File: config.mk
export PLATFORM = sky130hd
export DESIGN_NAME = bmp_pixel_stream_parser_unit_flat
export DESIGN_NICKNAME = d
export VERILOG_FILES = /design/src/sv/bmp_psp_pkg.sv /design/src/sv/bmp_psp_if.sv /design/src/sv/bmp_psp_core.sv /design/src/sv/bmp_pixel_stream_parser_unit.sv /design/src/flat_wrapper.sv
export SDC_FILE = /design/constraint.sdc
export NUM_CORES = 1
export LEC_CHECK = 0
export ABC_AREA = 1
export BUFFER_PORTS_ARGS = -buffer_cell sky130_fd_sc_hd__clkbuf_2
export CAP_MARGIN = 20
export CORE_ASPECT_RATIO = 1.4
export CORE_MARGIN = 1.5
export CORE_UTILIZATION = 40
export CTS_CLUSTER_SIZE = 8
export DETAILED_ROUTE_END_ITERATION = 6
export MAX_ROUTING_LAYER = met4
export SETUP_SLACK_MARGIN = 0.02
export SLEW_MARGIN = 20
export SYNTH_ARGS = -nofsm -noshare
export SYNTH_HDL_FRONTEND = slang
export SYNTH_SLANG_ARGS = --single-unit
export TNS_END_PERCENT = 10
File: constraint.sdc
create_clock -name clock -period 10.2 [get_ports clock]
set_input_delay 0.51 -clock clock [delete_from_list [all_inputs] [get_ports clock]]
set_output_delay 0.51 -clock clock [all_outputs]
set_load 0.05 [all_outputs]
File: src/sv/bmp_psp_pkg.sv
// Shared types and constants of the BMP pixel stream parser.
// No dependencies; compiled first.
package bmp_psp_pkg;

   localparam int FILE_HDR_BYTES     = 14;
   localparam int INFO_HDR_BYTES_DEF = 40;
   localparam int DIM_BITS_DEF       = 16;

   localparam logic [7:0] MAGIC_B = 8'h42;
   localparam logic [7:0] MAGIC_M = 8'h4D;

   // Byte offsets of the little-endian width and height words in the header.
   localparam int WIDTH_OFS  = FILE_HDR_BYTES + 4;
   localparam int HEIGHT_OFS = FILE_HDR_BYTES + 8;

   typedef enum logic [1:0] {
      KIND_HEADER    = 2'd0,
      KIND_PIXEL     = 2'd1,
      KIND_BAD_MAGIC = 2'd2,
      KIND_BAD_SIZE  = 2'd3
   } kind_type;

   typedef enum logic [1:0] {
      PH_HEADER = 2'd0,
      PH_PIXEL  = 2'd1,
      PH_PAD    = 2'd2,
      PH_DONE   = 2'd3
   } phase_type;

   typedef struct packed {
      kind_type    result_kind;
      logic [7:0]  red;
      logic [7:0]  green;
      logic [7:0]  blue;
      logic [15:0] column;
      logic [15:0] row;
      logic [15:0] image_width;
      logic [15:0] image_height;
      logic        last_pixel;
   } result_type;

endpackage

File: src/sv/bmp_psp_if.sv
// Valid/ready channel interfaces for the byte input and the result output.
// Depends on bmp_psp_pkg.
interface bmp_psp_req_if;
   logic       valid;
   logic       ready;
   logic [7:0] data_byte;
   logic       file_start;

   modport source (output valid, output data_byte, output file_start, input ready);
   modport sink   (input valid, input data_byte, input file_start, output ready);
endinterface

interface bmp_psp_rsp_if;
   logic                  valid;
   logic                  ready;
   bmp_psp_pkg::kind_type result_kind;
   logic [7:0]            red;
   logic [7:0]            green;
   logic [7:0]            blue;
   logic [15:0]           column;
   logic [15:0]           row;
   logic [15:0]           image_width;
   logic [15:0]           image_height;
   logic                  last_pixel;

   modport source (output valid, output result_kind, output red, output green,
                   output blue, output column, output row, output image_width,
                   output image_height, output last_pixel, input ready);
   modport sink   (input valid, input result_kind, input red, input green,
                   input blue, input column, input row, input image_width,
                   input image_height, input last_pixel, output ready);
endinterface

File: src/sv/bmp_psp_core.sv
// Parse state of the BMP reader: header counting, size capture, pixel and
// padding tracking. Depends on bmp_psp_pkg.
module bmp_psp_core #(
   parameter int DIM_BITS       = bmp_psp_pkg::DIM_BITS_DEF,
   parameter int INFO_HDR_BYTES = bmp_psp_pkg::INFO_HDR_BYTES_DEF
) (
   input  logic                    clock,
   input  logic                    reset,
   input  logic                    advance,
   input  logic [7:0]              data_byte,
   input  logic                    file_start,
   output logic                    res_valid,
   output bmp_psp_pkg::result_type res
);
   import bmp_psp_pkg::*;

   localparam int HDR_TOTAL = FILE_HDR_BYTES + INFO_HDR_BYTES;
   localparam int HC_BITS   = $clog2(HDR_TOTAL);

   phase_type            phase_ff, phase_in, cur_phase;
   logic [HC_BITS-1:0]   hc_ff, hc_in, cur_hc;
   logic                 magic_ff, magic_in;
   logic [31:0]          width_ff, width_in;
   logic [31:0]          height_ff, height_in;
   logic [1:0]           chan_ff, chan_in;
   logic [7:0]           blue_ff, blue_in;
   logic [7:0]           green_ff, green_in;
   logic [DIM_BITS-1:0]  col_ff, col_in;
   logic [DIM_BITS-1:0]  row_ff, row_in;
   logic [1:0]           pad_ff, pad_in;

   logic [DIM_BITS-1:0]  col_next, row_next;
   logic                 row_end, img_end;
   logic [31:0]          col_ext, row_ext;

   function automatic logic size_bad(input logic [31:0] v);
      return v[31] || ((v >> DIM_BITS) != 32'd0);
   endfunction

   assign col_next = col_ff + DIM_BITS'(1);
   assign row_next = row_ff + DIM_BITS'(1);
   // Sizes are within the bound once pixels flow, so the low bits compare exactly.
   assign row_end  = (col_next == width_ff[DIM_BITS-1:0]);
   assign img_end  = row_end && (row_next == height_ff[DIM_BITS-1:0]);
   assign col_ext  = 32'(col_ff);
   assign row_ext  = 32'(row_ff);

   always_comb begin
      cur_phase = file_start ? PH_HEADER : phase_ff;
      cur_hc    = file_start ? '0 : hc_ff;
      phase_in  = cur_phase;
      hc_in     = cur_hc;
      magic_in  = magic_ff;
      width_in  = width_ff;
      height_in = height_ff;
      chan_in   = chan_ff;
      blue_in   = blue_ff;
      green_in  = green_ff;
      col_in    = col_ff;
      row_in    = row_ff;
      pad_in    = pad_ff;
      res_valid = 1'b0;
      res       = '0;

      case (cur_phase)
         PH_HEADER: begin
            if (cur_hc == '0) begin
               magic_in = (data_byte == MAGIC_B);
            end else if (cur_hc == HC_BITS'(1)) begin
               magic_in = magic_ff && (data_byte == MAGIC_M);
            end
            for (int k = 0; k < 4; k++) begin
               if (cur_hc == HC_BITS'(WIDTH_OFS + k)) width_in[8*k +: 8] = data_byte;
               if (cur_hc == HC_BITS'(HEIGHT_OFS + k)) height_in[8*k +: 8] = data_byte;
            end
            if (cur_hc != HC_BITS'(HDR_TOTAL - 1)) begin
               hc_in = cur_hc + HC_BITS'(1);
            end else begin
               hc_in     = '0;
               res_valid = 1'b1;
               if (!magic_in) begin
                  phase_in        = PH_DONE;
                  res.result_kind = KIND_BAD_MAGIC;
               end else if (size_bad(width_in) || size_bad(height_in)) begin
                  phase_in        = PH_DONE;
                  res.result_kind = KIND_BAD_SIZE;
               end else begin
                  res.result_kind  = KIND_HEADER;
                  res.image_width  = width_in[15:0];
                  res.image_height = height_in[15:0];
                  col_in  = '0;
                  row_in  = '0;
                  chan_in = 2'd0;
                  phase_in = (width_in == 32'd0 || height_in == 32'd0) ? PH_DONE : PH_PIXEL;
               end
            end
         end
         PH_PAD: begin
            pad_in = pad_ff - 2'd1;
            if (pad_ff == 2'd1) phase_in = PH_PIXEL;
         end
         PH_PIXEL: begin
            case (chan_ff)
               2'd0: begin
                  blue_in = data_byte;
                  chan_in = 2'd1;
               end
               2'd1: begin
                  green_in = data_byte;
                  chan_in  = 2'd2;
               end
               default: begin
                  chan_in         = 2'd0;
                  res_valid       = 1'b1;
                  res.result_kind = KIND_PIXEL;
                  res.red         = data_byte;
                  res.green       = green_ff;
                  res.blue        = blue_ff;
                  res.column      = col_ext[15:0];
                  res.row         = row_ext[15:0];
                  res.last_pixel  = img_end;
                  col_in          = col_next;
                  if (row_end) begin
                     col_in = '0;
                     row_in = row_next;
                     if (img_end) begin
                        phase_in = PH_DONE;
                     end else if (width_ff[1:0] != 2'd0) begin
                        // Row padding length equals width mod 4 for 3-byte pixels.
                        pad_in   = width_ff[1:0];
                        phase_in = PH_PAD;
                     end
                  end
               end
            endcase
         end
         default: begin
         end
      endcase
   end

   always_ff @(posedge clock) begin
      if (reset) begin
         phase_ff <= PH_HEADER;
         hc_ff    <= '0;
         chan_ff  <= 2'd0;
         pad_ff   <= 2'd0;
         col_ff   <= '0;
         row_ff   <= '0;
         magic_ff <= 1'b0;
      end else if (advance) begin
         phase_ff <= phase_in;
         hc_ff    <= hc_in;
         chan_ff  <= chan_in;
         pad_ff   <= pad_in;
         col_ff   <= col_in;
         row_ff   <= row_in;
         magic_ff <= magic_in;
      end
   end

   always_ff @(posedge clock) begin
      if (advance) begin
         width_ff  <= width_in;
         height_ff <= height_in;
         blue_ff   <= blue_in;
         green_ff  <= green_in;
      end
   end

endmodule

File: src/sv/bmp_pixel_stream_parser_unit.sv
// Top level of the BMP pixel stream parser: input register, parse core and
// result register. Depends on bmp_psp_pkg, bmp_psp_if and bmp_psp_core.
//
// Usage:
//   req_bus carries one byte of a 24-bit uncompressed BMP file per transfer;
//   file_start marks byte 0 of a new file and restarts the parse at once.
//   rsp_bus gives one header result when the header ends (or a bad magic or
//   size error instead), then one pixel result per blue/green/red triple,
//   bottom row first. Padding, trailing bytes and bytes after an error
//   produce no result.
//   Throughput is one byte per cycle while rsp_bus does not stall. A byte
//   that completes a result is held in the input register, and its result
//   then in the result register, which drives rsp_bus.
//   When the receiver stalls, the result register holds its content and the
//   input register keeps one further byte; req_bus.ready drops only while
//   both are full and rsp_bus.ready is low.
//   Reset empties both registers and puts the parser back in the header phase,
//   so a stream without a start mark is still parsed as a file.
module bmp_pixel_stream_parser_unit #(
   parameter int DIM_BITS       = bmp_psp_pkg::DIM_BITS_DEF,
   parameter int INFO_HDR_BYTES = bmp_psp_pkg::INFO_HDR_BYTES_DEF
) (
   input  logic           clock,
   input  logic           reset,
   bmp_psp_req_if.sink    req_bus,
   bmp_psp_rsp_if.source  rsp_bus
);
   import bmp_psp_pkg::*;

   logic       in_valid_ff;
   logic [7:0] in_byte_ff;
   logic       in_start_ff;
   logic       out_valid_ff;
   result_type out_res_ff;

   logic       out_free, advance, res_valid;
   result_type res;

   assign out_free    = !out_valid_ff || rsp_bus.ready;
   assign advance     = in_valid_ff && out_free;
   assign req_bus.ready = !in_valid_ff || out_free;

   bmp_psp_core #(
      .DIM_BITS       (DIM_BITS),
      .INFO_HDR_BYTES (INFO_HDR_BYTES)
   ) u_core (
      .clock      (clock),
      .reset      (reset),
      .advance    (advance),
      .data_byte  (in_byte_ff),
      .file_start (in_start_ff),
      .res_valid  (res_valid),
      .res        (res)
   );

   always_ff @(posedge clock) begin
      if (reset) begin
         in_valid_ff  <= 1'b0;
         out_valid_ff <= 1'b0;
      end else begin
         if (req_bus.ready) in_valid_ff <= req_bus.valid;
         if (out_free) out_valid_ff <= advance && res_valid;
      end
   end

   always_ff @(posedge clock) begin
      if (req_bus.valid && req_bus.ready) begin
         in_byte_ff  <= req_bus.data_byte;
         in_start_ff <= req_bus.file_start;
      end
      if (advance && res_valid) out_res_ff <= res;
   end

   assign rsp_bus.valid        = out_valid_ff;
   assign rsp_bus.result_kind  = out_res_ff.result_kind;
   assign rsp_bus.red          = out_res_ff.red;
   assign rsp_bus.green        = out_res_ff.green;
   assign rsp_bus.blue         = out_res_ff.blue;
   assign rsp_bus.column       = out_res_ff.column;
   assign rsp_bus.row          = out_res_ff.row;
   assign rsp_bus.image_width  = out_res_ff.image_width;
   assign rsp_bus.image_height = out_res_ff.image_height;
   assign rsp_bus.last_pixel   = out_res_ff.last_pixel;

endmodule
File: src/flat_wrapper.sv
// flat-port wrapper written by rule: the top's interface ports become plain ports
module bmp_pixel_stream_parser_unit_flat import bmp_psp_pkg::*;
#(
   parameter int DIM_BITS       = bmp_psp_pkg::DIM_BITS_DEF,
   parameter int INFO_HDR_BYTES = bmp_psp_pkg::INFO_HDR_BYTES_DEF
)
  (clock, reset, req_bus_valid, req_bus_data_byte, req_bus_file_start, req_bus_ready, rsp_bus_valid, rsp_bus_result_kind, rsp_bus_red, rsp_bus_green, rsp_bus_blue, rsp_bus_column, rsp_bus_row, rsp_bus_image_width, rsp_bus_image_height, rsp_bus_last_pixel, rsp_bus_ready);
  bmp_psp_req_if req_bus_i ();
  bmp_psp_rsp_if rsp_bus_i ();
  input  logic clock;
  input  logic reset;
  input wire logic [$bits(req_bus_i.valid)-1:0] req_bus_valid;
  input wire logic [$bits(req_bus_i.data_byte)-1:0] req_bus_data_byte;
  input wire logic [$bits(req_bus_i.file_start)-1:0] req_bus_file_start;
  output wire logic [$bits(req_bus_i.ready)-1:0] req_bus_ready;
  output wire logic [$bits(rsp_bus_i.valid)-1:0] rsp_bus_valid;
  output wire logic [$bits(rsp_bus_i.result_kind)-1:0] rsp_bus_result_kind;
  output wire logic [$bits(rsp_bus_i.red)-1:0] rsp_bus_red;
  output wire logic [$bits(rsp_bus_i.green)-1:0] rsp_bus_green;
  output wire logic [$bits(rsp_bus_i.blue)-1:0] rsp_bus_blue;
  output wire logic [$bits(rsp_bus_i.column)-1:0] rsp_bus_column;
  output wire logic [$bits(rsp_bus_i.row)-1:0] rsp_bus_row;
  output wire logic [$bits(rsp_bus_i.image_width)-1:0] rsp_bus_image_width;
  output wire logic [$bits(rsp_bus_i.image_height)-1:0] rsp_bus_image_height;
  output wire logic [$bits(rsp_bus_i.last_pixel)-1:0] rsp_bus_last_pixel;
  input wire logic [$bits(rsp_bus_i.ready)-1:0] rsp_bus_ready;
  assign req_bus_i.valid = req_bus_valid;
  assign req_bus_i.data_byte = req_bus_data_byte;
  assign req_bus_i.file_start = req_bus_file_start;
  assign req_bus_ready = req_bus_i.ready;
  assign rsp_bus_valid = rsp_bus_i.valid;
  assign rsp_bus_result_kind = rsp_bus_i.result_kind;
  assign rsp_bus_red = rsp_bus_i.red;
  assign rsp_bus_green = rsp_bus_i.green;
  assign rsp_bus_blue = rsp_bus_i.blue;
  assign rsp_bus_column = rsp_bus_i.column;
  assign rsp_bus_row = rsp_bus_i.row;
  assign rsp_bus_image_width = rsp_bus_i.image_width;
  assign rsp_bus_image_height = rsp_bus_i.image_height;
  assign rsp_bus_last_pixel = rsp_bus_i.last_pixel;
  assign rsp_bus_i.ready = rsp_bus_ready;
  bmp_pixel_stream_parser_unit #(.DIM_BITS(DIM_BITS), .INFO_HDR_BYTES(INFO_HDR_BYTES)) u_core (.clock(clock), .reset(reset), .req_bus(req_bus_i), .rsp_bus(rsp_bus_i));
endmodule
==> flow_summary.toml <==
[setup_path]
max_stage_delay_ns = 0.70
worst_path_most_repeated_cell = "nand2_1"
critical_path_class = "flop to flop"
crit_required_ns = 10.60
end_kind = "flop"
cp_max_fo = 59
critPathLaunchType = "flop"
crit_slowest_cell = "clkinv_2"
arrival_ns = 5.02
crit_chain = "inv_2 -> nand2_1 -> nor2_1 -> buf_4 -> inv_1 -> nor2_1 -> clkinv_2 -> nand2_1 -> nand2_1 -> clkinv_2 -> nand3_4 -> nor2_4 -> nand2_1 -> nand2_1 -> nor2_1"

[placed_design]
dp.final_hpwl_um = 20300
portBuffers = 105
pre_cts_slack_ns = 5.90
place_congestion = 0.925

[floorplanning]
fp-row-count = 72
start_util_pct = 40.9
die_y_um = 203
ios = 106
fp.dieW_um = 146
core_area_um2 = 27800
die_area_um2 = 29500

[clock_tree]
clockBufferDepth = 3
cts_sinks = 227
post_cts_buffers = 0
cts_made_buffers = 34
ctsRootBufferMaster = "clkbuf_16"
clk_latency_ns = 0.52
h-tree-depth = 2
cts_tree = "built"
cts_hold_buf = 0
clk_pin_slew_ns = 0.05
cts_resized = 0

[detailed_routing]
ant_nets = 0
drc = 0
wl_um = 28700
drt-initial-drc-count = 611
first_pass_iters = 5
num_vias = 9244
vias_per_cell = 4.84
wl_per_cell_um = 15.0

[finish]
nNetsFinal = 1531
syn_to_final_growth_pct = 16.2
antennaDiodeCount = 0
drive_gt1_share_pct = 11.5
fill_cells = 2736

[global_route]
grt_first_pass_wirelength_um = 45600
grtUsageTotal_pct = 20.2
antenna_found_initial = 0
grt_max_degree = 60
overflow = 0
grt_pass1_vias = 8836

[timing]
setup_ws_ns = 5.58
fmax_mhz = 216
rsz0062_at_grt = "false"
finalCriticalPeriod_ns = 4.62
hold_violations = 0
finalCritPeriodShare_pct = 45.3
finalClockSkew_ns = 0.0242
setup_viol = 0
tightest_slew_ns = 1.04
fin_tns_setup_ns = 0
slew_violations = 0
slew_headroom_pct = 30.5

[yosys]
synthesis.area_um2 = 11400
syn_avg_cell_area_um2 = 8.10
synth.area.top_cells = "edfxtp_1 47%, nand2_1 14%, dfxtp_1 8.3%"
ys_seq_area_share_pct = 55.7
synth_most_common_cell = "nand2_1"
yosys_warnings = 0
synthFlopType = "edfxtp_1"
synth_nets = 1421
synth_top_cell_area_share_pct = 47.5
netlist_instances = 1405
synth_area_leader_cell = "edfxtp_1"
synth_common_cells = "413 x nand2_1, 237 x nor2_1, 213 x inv_1"
yosys_register_bits = 227
async_reset_ff_share_pct = 0
ys_types = 39
synth_edf_count = 180

[worst_hold_path]
hp-class = "primary input to flop"

[pwr]
irDropWorstVdd_uv = 111
p_leak_nw = 5.28
power_density_nw_per_um2 = 159

[run_status]
status = "completed"

[run]
max_cap_violations = 0
cells in the final DEF, fill, tap and decap left out, types with 2 or more instances in the layout:
| cell type | n |
|---|---|
| nor3_1 | 6 |
| nand2_1 | 413 |
| clkbuf_2 | 105 |
| clkinv_2 | 2 |
| nor2_4 | 4 |
| o21ai_1 | 4 |
| o21ai_0 | 24 |
| clkbuf_1 | 23 |
| nand3_2 | 4 |
| nor2_2 | 7 |
| buf_4 | 4 |
| ha_1 | 3 |
| nand3_1 | 144 |
| inv_1 | 211 |
| o21ai_2 | 3 |
| a21oi_1 | 21 |
| nor4_1 | 3 |
| a32oi_1 | 2 |
| clkbuf_16 | 35 |
| nand4_1 | 18 |
| dfxtp_1 | 47 |
| inv_2 | 4 |
| o211ai_1 | 3 |
| a31oi_1 | 4 |
| xor2_1 | 8 |
| clkinv_1 | 6 |
| nor2_1 | 236 |
| nand2_2 | 3 |
| clkinv_8 | 2 |
| edfxtp_1 | 180 |
worst max-delay path, delay by kind of cell, from the launching register on:
| kind | cells | cell delay [ns] |
|---|---|---|
| buffers and inverters | 5 | 1.88 |
| DFF | 1 | 0.45 |
| and+or+nand+nor | 10 | 2.15 |
metal layers:
metal	routed length (um)	vias up	global-route usage [%]
met5	0	-	-
met4	1030	0	8.60
met3	1480	70	2.94
met2	14500	264	35.5
met1	11700	4196	22.8
li1	-	4714	-
kinds of logic after synthesis:
kind of cell,Yosys count,synth area share [%]
compound gates,63,3.11
xor+xnor,10,0.890
fa+ha+maj,3,0.330
buf+inv,258,8.99
flops,227,55.7
simple gates,844,31.0
area by class of cell:
class | instances | area (um^2) | share of cell area, %
clock buffer | 58 | 962 | 7.27
clock inverter | 3 | 40.0 | 0.303
inverter | 223 | 840 | 6.35
multi-input combinational | 920 | 4030 | 30.4
sequential | 227 | 6350 | 48.0
tap | 370 | 463 | 3.50
timing repair buffer | 109 | 556 | 4.20
stage by stage:
step | hold slack [ns] | area [um^2] | cells | utilization (%) | power (mW)
6_report | 0.172 | 13200 | 1910 | 47.5 | 2.10
5_1_grt | 0.153 | 13200 | 1910 | 47.5 | 2.16
4_1_cts | 0.150 | 13200 | 1910 | 47.5 | 2.12
3_5_place_dp | 0.475 | 12200 | 1849 | 43.9 | 1.08
3_3_place_gp | 0.467 | 12200 | 1849 | 43.9 | 1.08
2_1_floorplan | 0.454 | 11400 | 1405 | - | 1.05
registers in the layout, indices dropped and copies added, names as in the netlist, 2 cells and up:
register / cells
u_core.u_core.width_ff: 32
u_core.rsp_bus.result_kind: 2
u_core.rsp_bus.row: 16
u_core.u_core.height_ff: 32
u_core.rsp_bus.blue: 8
u_core.in_byte_ff: 8
u_core.u_core.green_ff: 8
u_core.rsp_bus.green: 8
u_core.rsp_bus.red: 8
u_core.u_core.blue_ff: 8
u_core.rsp_bus.column: 16
u_core.u_core.col_ff: 16
u_core.u_core.pad_ff: 2
u_core.u_core.chan_ff: 2
u_core.rsp_bus.image_height: 16
u_core.u_core.row_ff: 16
u_core.u_core.phase_ff: 2
u_core.rsp_bus.image_width: 16
u_core.u_core.hc_ff: 6
where the power goes:
group,switching [mW],internal (mW)
registers,0.00734,0.999
logic,0.0421,0.00893
clock network,0.406,0.641
total,0.456,1.65
worst paths after layout:
kind,startpoint,endpoint,slack (ns),cells past startpoint
max,u_core.in_start_ff,u_core.u_core.row_ff[8],5.58,15
min,req_bus_data_byte[5],u_core.in_byte_ff[5],0.17,1
min reg2reg,u_core.in_byte_ff[6],u_core.u_core.blue_ff[6],0.49,0
max reg2reg,u_core.in_start_ff,u_core.u_core.row_ff[8],5.58,15
No activity file was read; power rests on OpenSTA's default activity.
